===== config.mk =====
export PLATFORM = sky130hd
export DESIGN_NAME = varint_tlv_header_parser_unit
export DESIGN_NICKNAME = d
export VERILOG_FILES = /design/src/hw/rtl/vtlv_pkg.sv /design/src/hw/rtl/vtlv_front.sv /design/src/hw/rtl/vtlv_queue.sv /design/src/hw/rtl/vtlv_back.sv /design/src/hw/rtl/varint_tlv_header_parser_unit.sv
export SDC_FILE = /design/constraint.sdc
export NUM_CORES = 1
export LEC_CHECK = 0
export ABC_AREA = 1
export BUFFER_PORTS_ARGS = -buffer_cell sky130_fd_sc_hd__buf_2
export CORE_UTILIZATION = 48
export CTS_CLUSTER_DIAMETER = 30
export DETAILED_ROUTE_END_ITERATION = 7
export GPL_TIMING_DRIVEN = 0
export SYNTH_ARGS = -nofsm -noshare
export SYNTH_HDL_FRONTEND = slang
export SYNTH_SLANG_ARGS = --single-unit
export TNS_END_PERCENT = 10

===== constraint.sdc =====
create_clock -name aclk -period 6.55 [get_ports aclk]
set_input_delay 0.655 -clock aclk [delete_from_list [all_inputs] [get_ports aclk]]
set_output_delay 0.655 -clock aclk [all_outputs]
set_load 0.02 [all_outputs]

===== src/hw/rtl/vtlv_pkg.sv =====
`timescale 1ns / 1ps
`default_nettype none
// ----------------------------------------------------------------------------
// vtlv_pkg
// Shared types and constants for the varint TLV header parser.
// ----------------------------------------------------------------------------
package vtlv_pkg;

    // Result field widths
    localparam int KIND_W  = 3;
    localparam int VALUE_W = 29;
    localparam int ERR_W   = 2;
    localparam int OUT_CNT_W = 24;

    // Result kinds
    localparam logic [KIND_W-1:0] KIND_CSIZE = 3'd0;
    localparam logic [KIND_W-1:0] KIND_USIZE = 3'd1;
    localparam logic [KIND_W-1:0] KIND_CODEC = 3'd2;
    localparam logic [KIND_W-1:0] KIND_END   = 3'd3;
    localparam logic [KIND_W-1:0] KIND_ERROR = 3'd4;

    // Error codes
    localparam logic [ERR_W-1:0] ERR_TRUNC   = 2'd0;
    localparam logic [ERR_W-1:0] ERR_CROSS   = 2'd1;
    localparam logic [ERR_W-1:0] ERR_METHOD  = 2'd2;
    localparam logic [ERR_W-1:0] ERR_UNKNOWN = 2'd3;

    // Record ids
    localparam int ID_W   = 15;
    localparam int LEN_W  = 22;
    localparam logic [ID_W-1:0] ID_END   = 15'd0;
    localparam logic [ID_W-1:0] ID_CSIZE = 15'd1;
    localparam logic [ID_W-1:0] ID_CODEC = 15'd2;
    localparam logic [ID_W-1:0] ID_USIZE = 15'd3;

    // Result queue
    localparam int QUEUE_DEPTH = 4;
    localparam int QPTR_W      = $clog2(QUEUE_DEPTH);
    localparam int QCNT_W      = $clog2(QUEUE_DEPTH + 1);

    // One result word
    typedef struct packed {
        logic [KIND_W-1:0]    kind;
        logic [VALUE_W-1:0]   value;
        logic [ERR_W-1:0]     error_code;
        logic [OUT_CNT_W-1:0] byte_total;
    } result_t;

endpackage

`default_nettype wire


===== src/hw/rtl/vtlv_front.sv =====
`timescale 1ns / 1ps
`default_nettype none
// ----------------------------------------------------------------------------
// vtlv_front
// Byte parser: walks records, builds varints and produces one result word
// at most per accepted byte.
// ----------------------------------------------------------------------------
module vtlv_front #(
    parameter int COUNT_BITS = 24
) (
    input  wire logic                 aclk,
    input  wire logic                 aresetn,
    input  wire logic                 in_fire,
    input  wire logic [7:0]           in_byte,
    input  wire logic                 in_last,
    output logic                      res_push,
    output vtlv_pkg::result_t         res_data
);

    localparam int EXT_W = (COUNT_BITS > vtlv_pkg::OUT_CNT_W) ? COUNT_BITS
                                                               : vtlv_pkg::OUT_CNT_W;

    typedef enum logic [2:0] {
        PH_ID  = 3'b001,
        PH_LEN = 3'b010,
        PH_PAY = 3'b100
    } phase_t;

    phase_t                          phase_reg, phase_next;
    logic [vtlv_pkg::VALUE_W-1:0]    acc_reg, acc_next;
    logic [1:0]                      pos_reg, pos_next;
    logic [vtlv_pkg::ID_W-1:0]       id_reg, id_next;
    logic [vtlv_pkg::LEN_W-1:0]      left_reg, left_next;
    logic [COUNT_BITS-1:0]           cnt_reg, cnt_next;

    logic [COUNT_BITS-1:0]           cnt_inc;
    logic [EXT_W-1:0]                cnt_ext;
    logic [vtlv_pkg::OUT_CNT_W-1:0]  cnt_out;

    // Saturating byte count, this byte included
    assign cnt_inc = (cnt_reg != '1) ? cnt_reg + COUNT_BITS'(1) : cnt_reg;
    assign cnt_ext = EXT_W'(cnt_inc);
    assign cnt_out = (cnt_ext > EXT_W'({vtlv_pkg::OUT_CNT_W{1'b1}}))
                   ? {vtlv_pkg::OUT_CNT_W{1'b1}}
                   : cnt_ext[vtlv_pkg::OUT_CNT_W-1:0];

    // Next state and result for the current byte
    always_comb begin
        logic [vtlv_pkg::LEN_W-1:0]   left_dec;
        logic [vtlv_pkg::VALUE_W-1:0] acc_new;
        logic [vtlv_pkg::ID_W-1:0]    id_val;
        logic                         more;
        logic                         done;
        logic                         do_fail;
        logic                         do_end;
        logic [vtlv_pkg::ERR_W-1:0]   err;

        phase_next = phase_reg;
        acc_next   = acc_reg;
        pos_next   = pos_reg;
        id_next    = id_reg;
        left_next  = left_reg;
        cnt_next   = cnt_inc;
        left_dec   = '0;
        acc_new    = '0;
        id_val     = '0;
        more       = 1'b0;
        done       = 1'b0;
        do_fail    = 1'b0;
        do_end     = 1'b0;
        err        = vtlv_pkg::ERR_TRUNC;
        res_push   = 1'b0;
        res_data   = '0;

        case (phase_reg)
            PH_PAY: begin
                left_dec  = (left_reg != '0) ? left_reg - vtlv_pkg::LEN_W'(1) : '0;
                left_next = left_dec;
                if (id_reg == vtlv_pkg::ID_CODEC) begin
                    res_data.kind  = vtlv_pkg::KIND_CODEC;
                    res_data.value = vtlv_pkg::VALUE_W'(in_byte);
                    done           = 1'b1;
                end else begin
                    res_data.kind = (id_reg == vtlv_pkg::ID_CSIZE) ? vtlv_pkg::KIND_CSIZE
                                                                   : vtlv_pkg::KIND_USIZE;
                    case (pos_reg)
                        2'd0:    acc_new = acc_reg | vtlv_pkg::VALUE_W'(in_byte[6:0]);
                        2'd1:    acc_new = acc_reg | (vtlv_pkg::VALUE_W'(in_byte[6:0]) << 7);
                        2'd2:    acc_new = acc_reg | (vtlv_pkg::VALUE_W'(in_byte[6:0]) << 14);
                        default: acc_new = acc_reg | (vtlv_pkg::VALUE_W'(in_byte) << 21);
                    endcase
                    more     = (pos_reg != 2'd3) && in_byte[7];
                    acc_next = acc_new;
                    if (more) begin
                        if (left_dec == '0) begin
                            do_fail = 1'b1;
                            err     = vtlv_pkg::ERR_CROSS;
                        end else begin
                            pos_next = pos_reg + 2'd1;
                        end
                    end else begin
                        res_data.value = acc_new;
                        done           = 1'b1;
                        acc_next       = '0;
                        pos_next       = '0;
                    end
                end
                if (left_dec == '0) begin
                    phase_next = PH_ID;
                end
                if (!do_fail) begin
                    if (in_last) begin
                        do_fail = 1'b1;
                        err     = vtlv_pkg::ERR_TRUNC;
                    end else if (done) begin
                        res_push = 1'b1;
                    end
                end
            end
            PH_LEN: begin
                case (pos_reg)
                    2'd0:    acc_new = acc_reg | vtlv_pkg::VALUE_W'(in_byte[6:0]);
                    2'd1:    acc_new = acc_reg | (vtlv_pkg::VALUE_W'(in_byte[6:0]) << 7);
                    default: acc_new = acc_reg | (vtlv_pkg::VALUE_W'(in_byte) << 14);
                endcase
                acc_new = vtlv_pkg::VALUE_W'(acc_new[vtlv_pkg::LEN_W-1:0]);
                more    = (pos_reg == 2'd0 || pos_reg == 2'd1) && in_byte[7];
                if (more) begin
                    acc_next = acc_new;
                    pos_next = pos_reg + 2'd1;
                    if (in_last) begin
                        do_fail = 1'b1;
                    end
                end else begin
                    acc_next = '0;
                    pos_next = '0;
                    if (id_reg == vtlv_pkg::ID_END || id_reg > vtlv_pkg::ID_USIZE) begin
                        do_fail = 1'b1;
                        err     = vtlv_pkg::ERR_UNKNOWN;
                    end else if (id_reg == vtlv_pkg::ID_CODEC &&
                                 acc_new != vtlv_pkg::VALUE_W'(1)) begin
                        do_fail = 1'b1;
                        err     = vtlv_pkg::ERR_METHOD;
                    end else begin
                        if (acc_new == '0) begin
                            phase_next = PH_ID;
                        end else begin
                            phase_next = PH_PAY;
                            left_next  = acc_new[vtlv_pkg::LEN_W-1:0];
                        end
                        if (in_last) begin
                            do_fail = 1'b1;
                        end
                    end
                end
            end
            default: begin
                if (pos_reg == 2'd0 && in_byte[7]) begin
                    acc_next   = vtlv_pkg::VALUE_W'(in_byte[6:0]);
                    pos_next   = 2'd1;
                    phase_next = PH_ID;
                    if (in_last) begin
                        do_fail = 1'b1;
                    end
                end else begin
                    id_val   = (pos_reg == 2'd0) ? vtlv_pkg::ID_W'(in_byte[6:0])
                                                 : {in_byte, acc_reg[6:0]};
                    acc_next = '0;
                    pos_next = '0;
                    if (id_val == vtlv_pkg::ID_END) begin
                        do_end              = 1'b1;
                        res_push            = 1'b1;
                        res_data.kind       = vtlv_pkg::KIND_END;
                        res_data.byte_total = cnt_out;
                    end else begin
                        id_next    = id_val;
                        phase_next = PH_LEN;
                        if (in_last) begin
                            do_fail = 1'b1;
                        end
                    end
                end
            end
        endcase

        // Report an error word in place of anything else
        if (do_fail) begin
            res_push            = 1'b1;
            res_data            = '0;
            res_data.kind       = vtlv_pkg::KIND_ERROR;
            res_data.error_code = err;
        end

        // Restart after an end or an error
        if (do_fail || do_end) begin
            phase_next = PH_ID;
            acc_next   = '0;
            pos_next   = '0;
            id_next    = '0;
            left_next  = '0;
            cnt_next   = '0;
        end

        // Nothing moves without a word
        if (!in_fire) begin
            res_push = 1'b0;
        end
    end

    // Parser state
    always_ff @(posedge aclk) begin
        if (!aresetn) begin
            phase_reg <= PH_ID;
            acc_reg   <= '0;
            pos_reg   <= '0;
            id_reg    <= '0;
            left_reg  <= '0;
            cnt_reg   <= '0;
        end else if (in_fire) begin
            phase_reg <= phase_next;
            acc_reg   <= acc_next;
            pos_reg   <= pos_next;
            id_reg    <= id_next;
            left_reg  <= left_next;
            cnt_reg   <= cnt_next;
        end
    end

endmodule

`default_nettype wire


===== src/hw/rtl/vtlv_queue.sv =====
`timescale 1ns / 1ps
`default_nettype none
// ----------------------------------------------------------------------------
// vtlv_queue
// Short result queue between the parser and the output stage.
// ----------------------------------------------------------------------------
module vtlv_queue (
    input  wire logic              aclk,
    input  wire logic              aresetn,
    input  wire logic              push,
    input  wire vtlv_pkg::result_t push_data,
    input  wire logic              pop,
    output logic                   full,
    output logic                   not_empty,
    output vtlv_pkg::result_t      head
);

    vtlv_pkg::result_t                mem_reg [vtlv_pkg::QUEUE_DEPTH];
    logic [vtlv_pkg::QPTR_W-1:0]      wr_ptr_reg, wr_ptr_next;
    logic [vtlv_pkg::QPTR_W-1:0]      rd_ptr_reg, rd_ptr_next;
    logic [vtlv_pkg::QCNT_W-1:0]      count_reg, count_next;
    logic                             do_push;
    logic                             do_pop;

    assign full      = (count_reg == vtlv_pkg::QCNT_W'(vtlv_pkg::QUEUE_DEPTH));
    assign not_empty = (count_reg != '0);
    assign head      = mem_reg[rd_ptr_reg];
    assign do_push   = push && !full;
    assign do_pop    = pop && not_empty;

    // Advance pointers and occupancy
    always_comb begin
        wr_ptr_next = do_push ? wr_ptr_reg + vtlv_pkg::QPTR_W'(1) : wr_ptr_reg;
        rd_ptr_next = do_pop  ? rd_ptr_reg + vtlv_pkg::QPTR_W'(1) : rd_ptr_reg;
        count_next  = count_reg;
        if (do_push && !do_pop) begin
            count_next = count_reg + vtlv_pkg::QCNT_W'(1);
        end else if (!do_push && do_pop) begin
            count_next = count_reg - vtlv_pkg::QCNT_W'(1);
        end
    end

    always_ff @(posedge aclk) begin
        if (!aresetn) begin
            wr_ptr_reg <= '0;
            rd_ptr_reg <= '0;
            count_reg  <= '0;
        end else begin
            wr_ptr_reg <= wr_ptr_next;
            rd_ptr_reg <= rd_ptr_next;
            count_reg  <= count_next;
        end
    end

    // Hold stored words
    always_ff @(posedge aclk) begin
        if (do_push) begin
            mem_reg[wr_ptr_reg] <= push_data;
        end
    end

endmodule

`default_nettype wire


===== src/hw/rtl/vtlv_back.sv =====
`timescale 1ns / 1ps
`default_nettype none
// ----------------------------------------------------------------------------
// vtlv_back
// Output register: presents one result word on the m_ channel.
// ----------------------------------------------------------------------------
module vtlv_back (
    input  wire logic                                 aclk,
    input  wire logic                                 aresetn,
    input  wire logic                                 q_valid,
    input  wire vtlv_pkg::result_t                    q_data,
    output logic                                      q_pop,
    output logic                                      m_valid,
    input  wire logic                                 m_ready,
    output logic [vtlv_pkg::KIND_W-1:0]               m_kind,
    output logic [vtlv_pkg::VALUE_W-1:0]              m_value,
    output logic [vtlv_pkg::ERR_W-1:0]                m_error_code,
    output logic [vtlv_pkg::OUT_CNT_W-1:0]            m_byte_total
);

    logic              valid_reg, valid_next;
    vtlv_pkg::result_t data_reg;
    logic              load;

    // Load when empty or when the held word leaves
    assign load       = !valid_reg || m_ready;
    assign q_pop      = load && q_valid;
    assign valid_next = load ? q_valid : valid_reg;

    always_ff @(posedge aclk) begin
        if (!aresetn) begin
            valid_reg <= 1'b0;
        end else begin
            valid_reg <= valid_next;
        end
    end

    always_ff @(posedge aclk) begin
        if (q_pop) begin
            data_reg <= q_data;
        end
    end

    assign m_valid      = valid_reg;
    assign m_kind       = data_reg.kind;
    assign m_value      = data_reg.value;
    assign m_error_code = data_reg.error_code;
    assign m_byte_total = data_reg.byte_total;

endmodule

`default_nettype wire


===== src/hw/rtl/varint_tlv_header_parser_unit.sv =====
`timescale 1ns / 1ps
`default_nettype none
// ----------------------------------------------------------------------------
// varint_tlv_header_parser_unit
// Parses a header of varint TLV records, one byte per word.
// ----------------------------------------------------------------------------
// Usage:
//   s_ channel carries one header byte per word with s_buffer_end marking the
//   last byte available. m_ channel carries result words: chunk sizes, the
//   codec byte, end of header with the byte count, or an error code.
//   A byte gives zero or one result word. The result of an accepted byte
//   passes through the result queue and then the output register before
//   it shows on m_valid. Throughput is one byte per cycle while the queue
//   has room; the parser updates its record state once per byte, and the
//   output register drains one word per cycle while m_ready is high.
//   After an end of header or an error the parser returns to its reset state
//   and the next byte starts a new header.
//   Reset clears the parser, empties the four-entry result queue and drops
//   m_valid. While the receiver stalls, results collect in the queue and the
//   output register; s_ready falls only when the queue is full.
// ----------------------------------------------------------------------------
module varint_tlv_header_parser_unit #(
    parameter int COUNT_BITS = 24
) (
    input  wire logic                               aclk,
    input  wire logic                               aresetn,
    input  wire logic                               s_valid,
    output logic                                    s_ready,
    input  wire logic [7:0]                         s_header_byte,
    input  wire logic                               s_buffer_end,
    output logic                                    m_valid,
    input  wire logic                               m_ready,
    output logic [vtlv_pkg::KIND_W-1:0]             m_kind,
    output logic [vtlv_pkg::VALUE_W-1:0]            m_value,
    output logic [vtlv_pkg::ERR_W-1:0]              m_error_code,
    output logic [vtlv_pkg::OUT_CNT_W-1:0]          m_byte_total
);

    logic              in_fire;
    logic              res_push;
    vtlv_pkg::result_t res_data;
    logic              q_full;
    logic              q_not_empty;
    vtlv_pkg::result_t q_head;
    logic              q_pop;

    // Accept a word whenever the queue has room
    assign s_ready = !q_full;
    assign in_fire = s_valid && s_ready;

    vtlv_front #(
        .COUNT_BITS (COUNT_BITS)
    ) u_front (
        .aclk     (aclk),
        .aresetn  (aresetn),
        .in_fire  (in_fire),
        .in_byte  (s_header_byte),
        .in_last  (s_buffer_end),
        .res_push (res_push),
        .res_data (res_data)
    );

    vtlv_queue u_queue (
        .aclk      (aclk),
        .aresetn   (aresetn),
        .push      (res_push),
        .push_data (res_data),
        .pop       (q_pop),
        .full      (q_full),
        .not_empty (q_not_empty),
        .head      (q_head)
    );

    vtlv_back u_back (
        .aclk         (aclk),
        .aresetn      (aresetn),
        .q_valid      (q_not_empty),
        .q_data       (q_head),
        .q_pop        (q_pop),
        .m_valid      (m_valid),
        .m_ready      (m_ready),
        .m_kind       (m_kind),
        .m_value      (m_value),
        .m_error_code (m_error_code),
        .m_byte_total (m_byte_total)
    );

endmodule

`default_nettype wire


==> flow_metrics.py, run 1 <==
metrics = {
    "run_status": {
        "run_status": "finished, final reports clean",
    },
    "global_route": {
        "grt_use_met3_pct": 4.47,
        "track_usage_pct": 27.4,
        "antenna_found_initial": 0,
        "use_met1_pct": 35.1,
        "top_usage_layer": "met2",
        "grt_util_met2_pct": 45.9,
        "grt_pass1_vias": 14100,
        "grt_max_degree": 29,
        "grt_overflow": 0,
        "grt_pass1_wl_um": 79200,
    },
    "placed_design": {
        "hpwl_um": 35700,
        "port_buffers": 72,
        "gp_congestion": 0.947,
        "place_inst": 2421,
    },
    "setup_path": {
        "rr_endpoint": "u_queue.mem_reg[3][20]",
        "worst_ep_arrival_time_ns": 4.71,
        "crit_path_cell_trace": "inv_2 -> ha_1 -> buf_2 -> nor2_2 -> o21ai_1 -> o21ai_1 -> nor2_1 -> nand2_1 -> nor2_1 -> nand3_1 -> nand2_2 -> nand2_1 -> a21boi_4 -> nand3_2 -> inv_2 -> nand2_1 -> nand2_1 -> nor2_4 -> buf_12 -> buf_12",
        "required_ns": 6.82,
        "r2r_start": "u_front.pos_reg[1]",
        "worst-setup-path-type": "flop to flop",
        "critPathMostFrequentCell": "nand2_1",
        "worstSetupEndpointType": "flop",
        "crit_family": "simple AND/OR/NAND/NOR gates",
        "critPathMaxStageDelay_ns": 0.55,
        "slowest_stage": "dfxtp_1",
        "cp_max_fo": 26,
        "worst-r2r-cell-count": 20,
        "start_kind": "flop",
        "critPathBufInv": 5,
        "r2r_slack_ns": 2.10,
    },
    "timing": {
        "hold_viol_final": 0,
        "rsz0062_at_grt": "false",
        "final.period_utilization_pct": 67.9,
        "maxSlewViolCount": 0,
        "period_minus_slack_ns": 4.45,
        "setup_viol": 0,
        "fmax_mhz": 225,
        "worstMarginPinSlew_ns": 1.23,
        "finalClockSkew_ns": 0.0214,
        "slew_headroom_pct": 17.0,
    },
    "logic_synthesis": {
        "yosysWarnings": 0,
        "ys_seq_area_share_pct": 60.7,
        "synth_area_per_cell_um2": 9.48,
        "ys_ff_latch": 393,
        "synth_edf_count": 290,
        "yosys.area.top_type": "edfxtp_1",
        "synth_area_mm2": 0.0177,
        "ys.flop_type": "edfxtp_1",
        "synth.area.top_cells": "edfxtp_1 49%, dfxtp_1 12%, nor2_1 6.9%, nand2_1 5.7%, o21ai_0 5.3%",
        "synth_top_cell_area_share_pct": 49.1,
        "synthArstFlopShare_pct": 0,
        "synthCells": 1871,
        "synth_nets": 1897,
        "synth.distinct_cells": 49,
    },
    "clocking": {
        "cts_setup_buffers": 0,
        "clockBufferDepth": 3,
        "ctsRootBufferMaster": "clkbuf_16",
        "clk_pin_slew_ns": 0.04,
        "clock-sinks": 393,
        "cts_max_level": 3,
        "cts_tree": "done",
        "clk-insertion-delay-late_ns": 0.59,
        "postCtsHoldBufs": 0,
        "ctsResizeCount": 0,
        "cts_buffers": 82,
    },
    "worst_hold_path": {
        "hold_path_end": "u_front.acc_reg[13]",
        "whs_path_depth": 2,
        "min_path_type": "flop to flop",
        "hp-start": "u_front.acc_reg[13]",
    },
    "route": {
        "vias": 14300,
        "vias_per_cell": 5.55,
        "drcViolationCount": 0,
        "detail-route-antenna-nets": 0,
        "wl_per_cell_um": 19.8,
        "drtPass1Iterations": 6,
        "wl_um": 51000,
        "dr.first_iter.drc_count": 1019,
    },
    "power": {
        "leakagePower_nw": 8.44,
        "powerDensity_mw_per_mm2": 459,
        "peakVddDrop_v": 0.000269,
    },
    "die": {
        "die_x_um": 194,
        "rows": 70,
        "die_h_um": 194,
        "pin_count": 73,
        "start_util_pct": 48.6,
        "dieArea_mm2": 0.0377,
        "core-area_mm2": 0.0365,
    },
    "cells_and_area": {
        "seqCellArea_mm2": 0.0108,
        "largest_register_ffs": 232,
        "drive_gt1_share_pct": 14.0,
        "nets": 2063,
        "instances_no_fill": 2573,
        "syn2layout_area_growth_pct": 23.1,
        "multi_input_area_mm2": 0.00600,
        "post-route-util_pct": 59.8,
        "fillers": 3102,
        "antennaDiodeCount": 0,
    },
    "run": {
        "maxCapViolCount": 0,
    },
}
stage by stage:
stage	cell area [um2]	worst slack [ns]	setup TNS [ns]	hold slack, ns	power, mW
2_1_floorplan	17700	1.40	0	0.443	4.93
3_3_place_gp	18700	-1.55	-317.93	0.452	5.77
3_5_place_dp	18900	2.21	0	0.456	5.80
4_1_cts	21800	2.18	0	0.463	10.1
5_1_grt	21800	1.83	0	0.475	10.5
6_report	21800	2.10	0	0.464	10.0
layout by cell type (no fill, tap or decap), types with 7 or more instances in the layout:
| master | count |
|---|---|
| nand4_1 | 18 |
| inv_2 | 8 |
| nor3_1 | 26 |
| dfxtp_1 | 103 |
| inv_6 | 9 |
| edfxtp_1 | 290 |
| clkinv_2 | 7 |
| clkinv_4 | 10 |
| buf_12 | 10 |
| clkbuf_1 | 75 |
| bufinv_16 | 10 |
| nor2_1 | 323 |
| clkinvlp_4 | 12 |
| o21ai_2 | 10 |
| o21ai_0 | 188 |
| clkbuf_16 | 87 |
| ha_1 | 12 |
| nand3_1 | 77 |
| o211ai_1 | 8 |
| xor2_1 | 15 |
| o21ai_1 | 33 |
| buf_2 | 86 |
| o21bai_1 | 7 |
| o22ai_1 | 82 |
| nand2_1 | 268 |
| nor4_1 | 12 |
| a21oi_1 | 91 |
| inv_1 | 147 |
tightest hold or removal path: cells and delay by family, from the launching register on:
family / cells / cell delay, ns
AO/OA/AOI/OAI: 1 / 0.05
flip-flops: 1 / 0.30
AND/OR/NAND/NOR: 1 / 0.06
logic make-up after synthesis:
group | after synthesis | synth area share (%)
compound gates | 440 | 13.8
buf+inv | 251 | 5.75
flops | 393 | 60.7
simple gates | 755 | 17.8
xor+xnor | 19 | 0.938
fa+ha+maj | 13 | 0.959
power by group:
part	switching, mW	leakage [nW]	total [mW]	internal, mW
logic	1.80	3.28	2.52	0.719
registers	0.121	3.77	3.24	3.12
clock network	1.38	1.39	4.27	2.89
total	3.30	8.44	10.0	6.73
worst max path at each step:
stage	from	end	depth (start not counted)
after floorplan	m_ready	u_queue.count_reg[1]	8
after global placement	u_queue.count_reg[0]	u_queue.count_reg[1]	8
after detailed placement	u_front.pos_reg[1]	u_queue.mem_reg[3][22]	20
after CTS	u_front.pos_reg[1]	u_queue.mem_reg[3][20]	20
after global routing	u_front.pos_reg[1]	u_queue.mem_reg[3][23]	20
final	u_front.pos_reg[1]	u_queue.mem_reg[3][20]	20
layer usage:
layer,routed length [um],up-vias,share of wire [%]
met4,1580,0,3.1
met2,24700,463,49
met1,21800,6854,43
met3,2920,105,5.7
met5,0,-,0
li1,-,6848,-
cells in the mapped netlist, types with 4 or more instances:
library cell	n
nor2_1	327
edfxtp_1	290
nand2_1	268
o21ai_0	188
inv_1	147
dfxtp_1	103
a21oi_1	91
o22ai_1	82
nand3_1	77
clkbuf_1	68
o21ai_1	33
nor3_1	26
nand4_1	18
xor2_1	15
buf_2	14
ha_1	12
nor4_1	12
o21ai_2	10
inv_2	8
o211ai_1	8
o21bai_1	7
buf_6	6
nand2_2	6
nor2_2	5
o2111ai_1	5
a211oi_1	4
buf_4	4
xnor2_1	4
layout make-up:
class	instances	area share (%)
plain buffers	94	1.97
clock buffers	100	10.5
clock inverters	52	2.81
inverters	157	2.70
multi-input cells	1227	27.5
flip-flops and latches	393	49.3
well taps	468	2.68
repair buffers	82	2.57
(Power assumes the default switching activity.)
==> run 2, diff against run 1 <==
ABC_AREA = 0   (was 1)
clock period = 4.28 ns   (was 6.55 ns; I/O delays follow)
==> flow_metrics.py, run 2 <==
metrics = {
    "timing": {
        "setup_viol": 1,
        "period_minus_slack_ns": 4.28,
        "slew_headroom_pct": 6.22,
        "final.period_utilization_pct": 100,
        "finalClockSkew_ns": 0.0191,
        "rsz0062_at_grt": "true",
        "tns_ns": -0.00364,
        "setup_ws_ns": -0.00364,
        "hold_viol_final": 0,
        "fmax_mhz": 233,
        "worstMarginPinSlew_ns": 1.40,
        "maxSlewViolCount": 0,
    },
    "power": {
        "peakVddDrop_v": 0.00110,
        "powerDensity_mw_per_mm2": 759,
        "leakagePower_nw": 7.18,
    },
    "route": {
        "detail-route-antenna-nets": 0,
        "vias_per_cell": 5.84,
        "drtPass1Iterations": 6,
        "wl_per_cell_um": 21.4,
        "drcViolationCount": 0,
        "wl_um": 42900,
        "vias": 11700,
        "dr.first_iter.drc_count": 960,
    },
    "global_route": {
        "grt_pass1_wl_um": 66400,
        "grt_overflow": 0,
        "track_usage_pct": 24.3,
        "antenna_found_initial": 0,
        "grt_max_degree": 43,
        "grt_pass1_vias": 11600,
    },
    "logic_synthesis": {
        "synth_area_mm2": 0.0170,
        "synth.area.top_cells": "edfxtp_1 51%, dfxtp_1 12%, mux4_2 7.7%, nand2_1 2.6%, nor2_1 2.5%",
        "yosysWarnings": 0,
        "synth_common_cells": "290 x edfxtp_1, 116 x nand2_1, 115 x nor2_1, 103 x dfxtp_1, 68 x a21oi_1",
        "ys_ff_latch": 393,
        "synth_top_cell_area_share_pct": 51.1,
        "synth_area_per_cell_um2": 13.1,
        "yosys.cell_count.top_type": "edfxtp_1",
        "synthArstFlopShare_pct": 0,
        "yosys.area.top_type": "edfxtp_1",
        "synth_nets": 1332,
        "synthCells": 1306,
        "ys_seq_area_share_pct": 63.2,
        "synth.distinct_cells": 74,
        "ys.flop_type": "edfxtp_1",
        "synth_edf_count": 290,
    },
    "die": {
        "rows": 68,
        "core-area_mm2": 0.0347,
        "dieArea_mm2": 0.0363,
        "die_x_um": 190,
        "pin_count": 73,
        "die_h_um": 190,
        "start_util_pct": 49.1,
    },
    "cells_and_area": {
        "drive_gt1_share_pct": 21.1,
        "largest_register_ffs": 232,
        "antennaDiodeCount": 0,
        "final_cell_mix": "290 x edfxtp_1, 116 x nand2_1, 114 x nor2_1",
        "seqCellArea_mm2": 0.0108,
        "nets": 1502,
        "fillers": 2708,
        "multi_input_area_mm2": 0.00588,
        "syn2layout_area_growth_pct": 23.7,
        "finalInstanceArea_mm2": 0.0211,
        "instances_no_fill": 1999,
        "layout_commonest_cell": "edfxtp_1",
    },
    "setup_path": {
        "worst_ep_arrival_time_ns": 4.78,
        "cp_max_fo": 10,
        "required_ns": 4.77,
        "worstSetupEndpointType": "flop",
        "worst-setup-path-type": "flop to flop",
        "start_kind": "flop",
    },
    "placed_design": {
        "pre_cts_ws_ns": -0.119,
        "port_buffers": 71,
        "placed_area_mm2": 0.0181,
        "hpwl_um": 28400,
        "place_inst": 1838,
        "gp_congestion": 0.943,
    },
    "clocking": {
        "ctsRootBufferMaster": "clkbuf_16",
        "cts_buffers": 85,
        "cts_max_level": 3,
        "clock-sinks": 393,
        "clk-insertion-delay-late_ns": 0.59,
        "clockBufferDepth": 3,
        "clk_pin_slew_ns": 0.05,
        "cts_tree": "done",
        "postCtsHoldBufs": 0,
    },
    "run": {
        "maxCapViolCount": 0,
    },
    "worst_hold_path": {
        "min_path_type": "primary input to flop",
    },
    "run_status": {
        "violations": "negative setup slack",
        "run_status": "finished, violations left",
    },
}
[run 2: cell types whose count changed after synthesis, moves of 48 or more]
cell / delta
nor2_1: -212
nand2_1: -152
o21ai_0: -137
inv_1: -129
mux4_2: +58
o22ai_1: -48
[run 2: final cells by class]
class / instances / area share (%)
Buffer: 80 / 1.82
Timing Repair Buffer: 83 / 2.61
Multi-Input combinational cell: 815 / 27.9
Tap cell: 455 / 2.70
Inverter: 18 / 0.320
Clock inverter: 54 / 2.97
Sequential cell: 393 / 51.1
Clock buffer: 101 / 10.6
[run 2: timing repair]
item / in CTS / in global routing
cloned: 0 / 0
pin swaps: 0 / 2
buffers inserted: 0 / 6
resized for setup: 3 / 5
setup endpoints to repair: 5 / 21
[run 2: logic make-up after synthesis]
family	share of synthesized area (%)
xor+xnor	2.21
mux	9.60
fa+ha+maj	0.998
simple gates	11.9
compound gates	9.43
buf+inv	2.64
flops	63.2
[run 2: routing by layer]
layer | vias to the layer above | global-route usage (%) | share of wire (%)
met5 | - | 0 | 0
met4 | 0 | 9.72 | 2.5
met3 | 77 | 4.34 | 5.5
met2 | 399 | 39.5 | 49
met1 | 5824 | 32.3 | 43
li1 | 5381 | - | -
[run 2: through the flow]
step / hold WS [ns] / utilization [%] / power [mW]
finish: 0.183 / 60.7 / 16.0
global route: 0.207 / 60.7 / 16.7
CTS: 0.162 / 60.6 / 16.1
detailed placement: 0.445 / 52.3 / 9.57
global placement: 0.443 / 51.8 / 9.50
floorplan: 0.431 / - / 8.35
[run 2: where the power goes]
part	leakage, nW	switching (mW)	internal (mW)	total (mW)
clock	1.37	2.04	4.40	6.44
combinational	2.30	2.79	1.84	4.62
sequential	3.51	0.209	4.72	4.93
[run 2: worst paths after layout]
check	startpoint	to	slack, ns	cells past startpoint
setup reg to reg	u_front.pos_reg[0]	u_queue.count_reg[2]	-0.004	15
setup / recovery	u_front.pos_reg[0]	u_queue.count_reg[2]	-0.004	15
hold / removal	m_ready	u_back.m_valid	0.18	4
hold reg to reg	u_front.acc_reg[22]	u_front.acc_reg[22]	0.46	1
[run 2: critical path, cell delays in order, from the launching register on]
cell,delay (ns)
dfxtp_1,0.41
inv_1,0.10
ha_1,0.22
buf_2,0.20
a21oi_1,0.51
nand4_1,0.15
a211oi_1,0.59
a31oi_1,0.30
a211oi_2,0.48
a31oi_4,0.18
ha_1,0.25
inv_1,0.08
fa_1,0.17
xor2_1,0.08
or3_1,0.32
a21oi_1,0.15
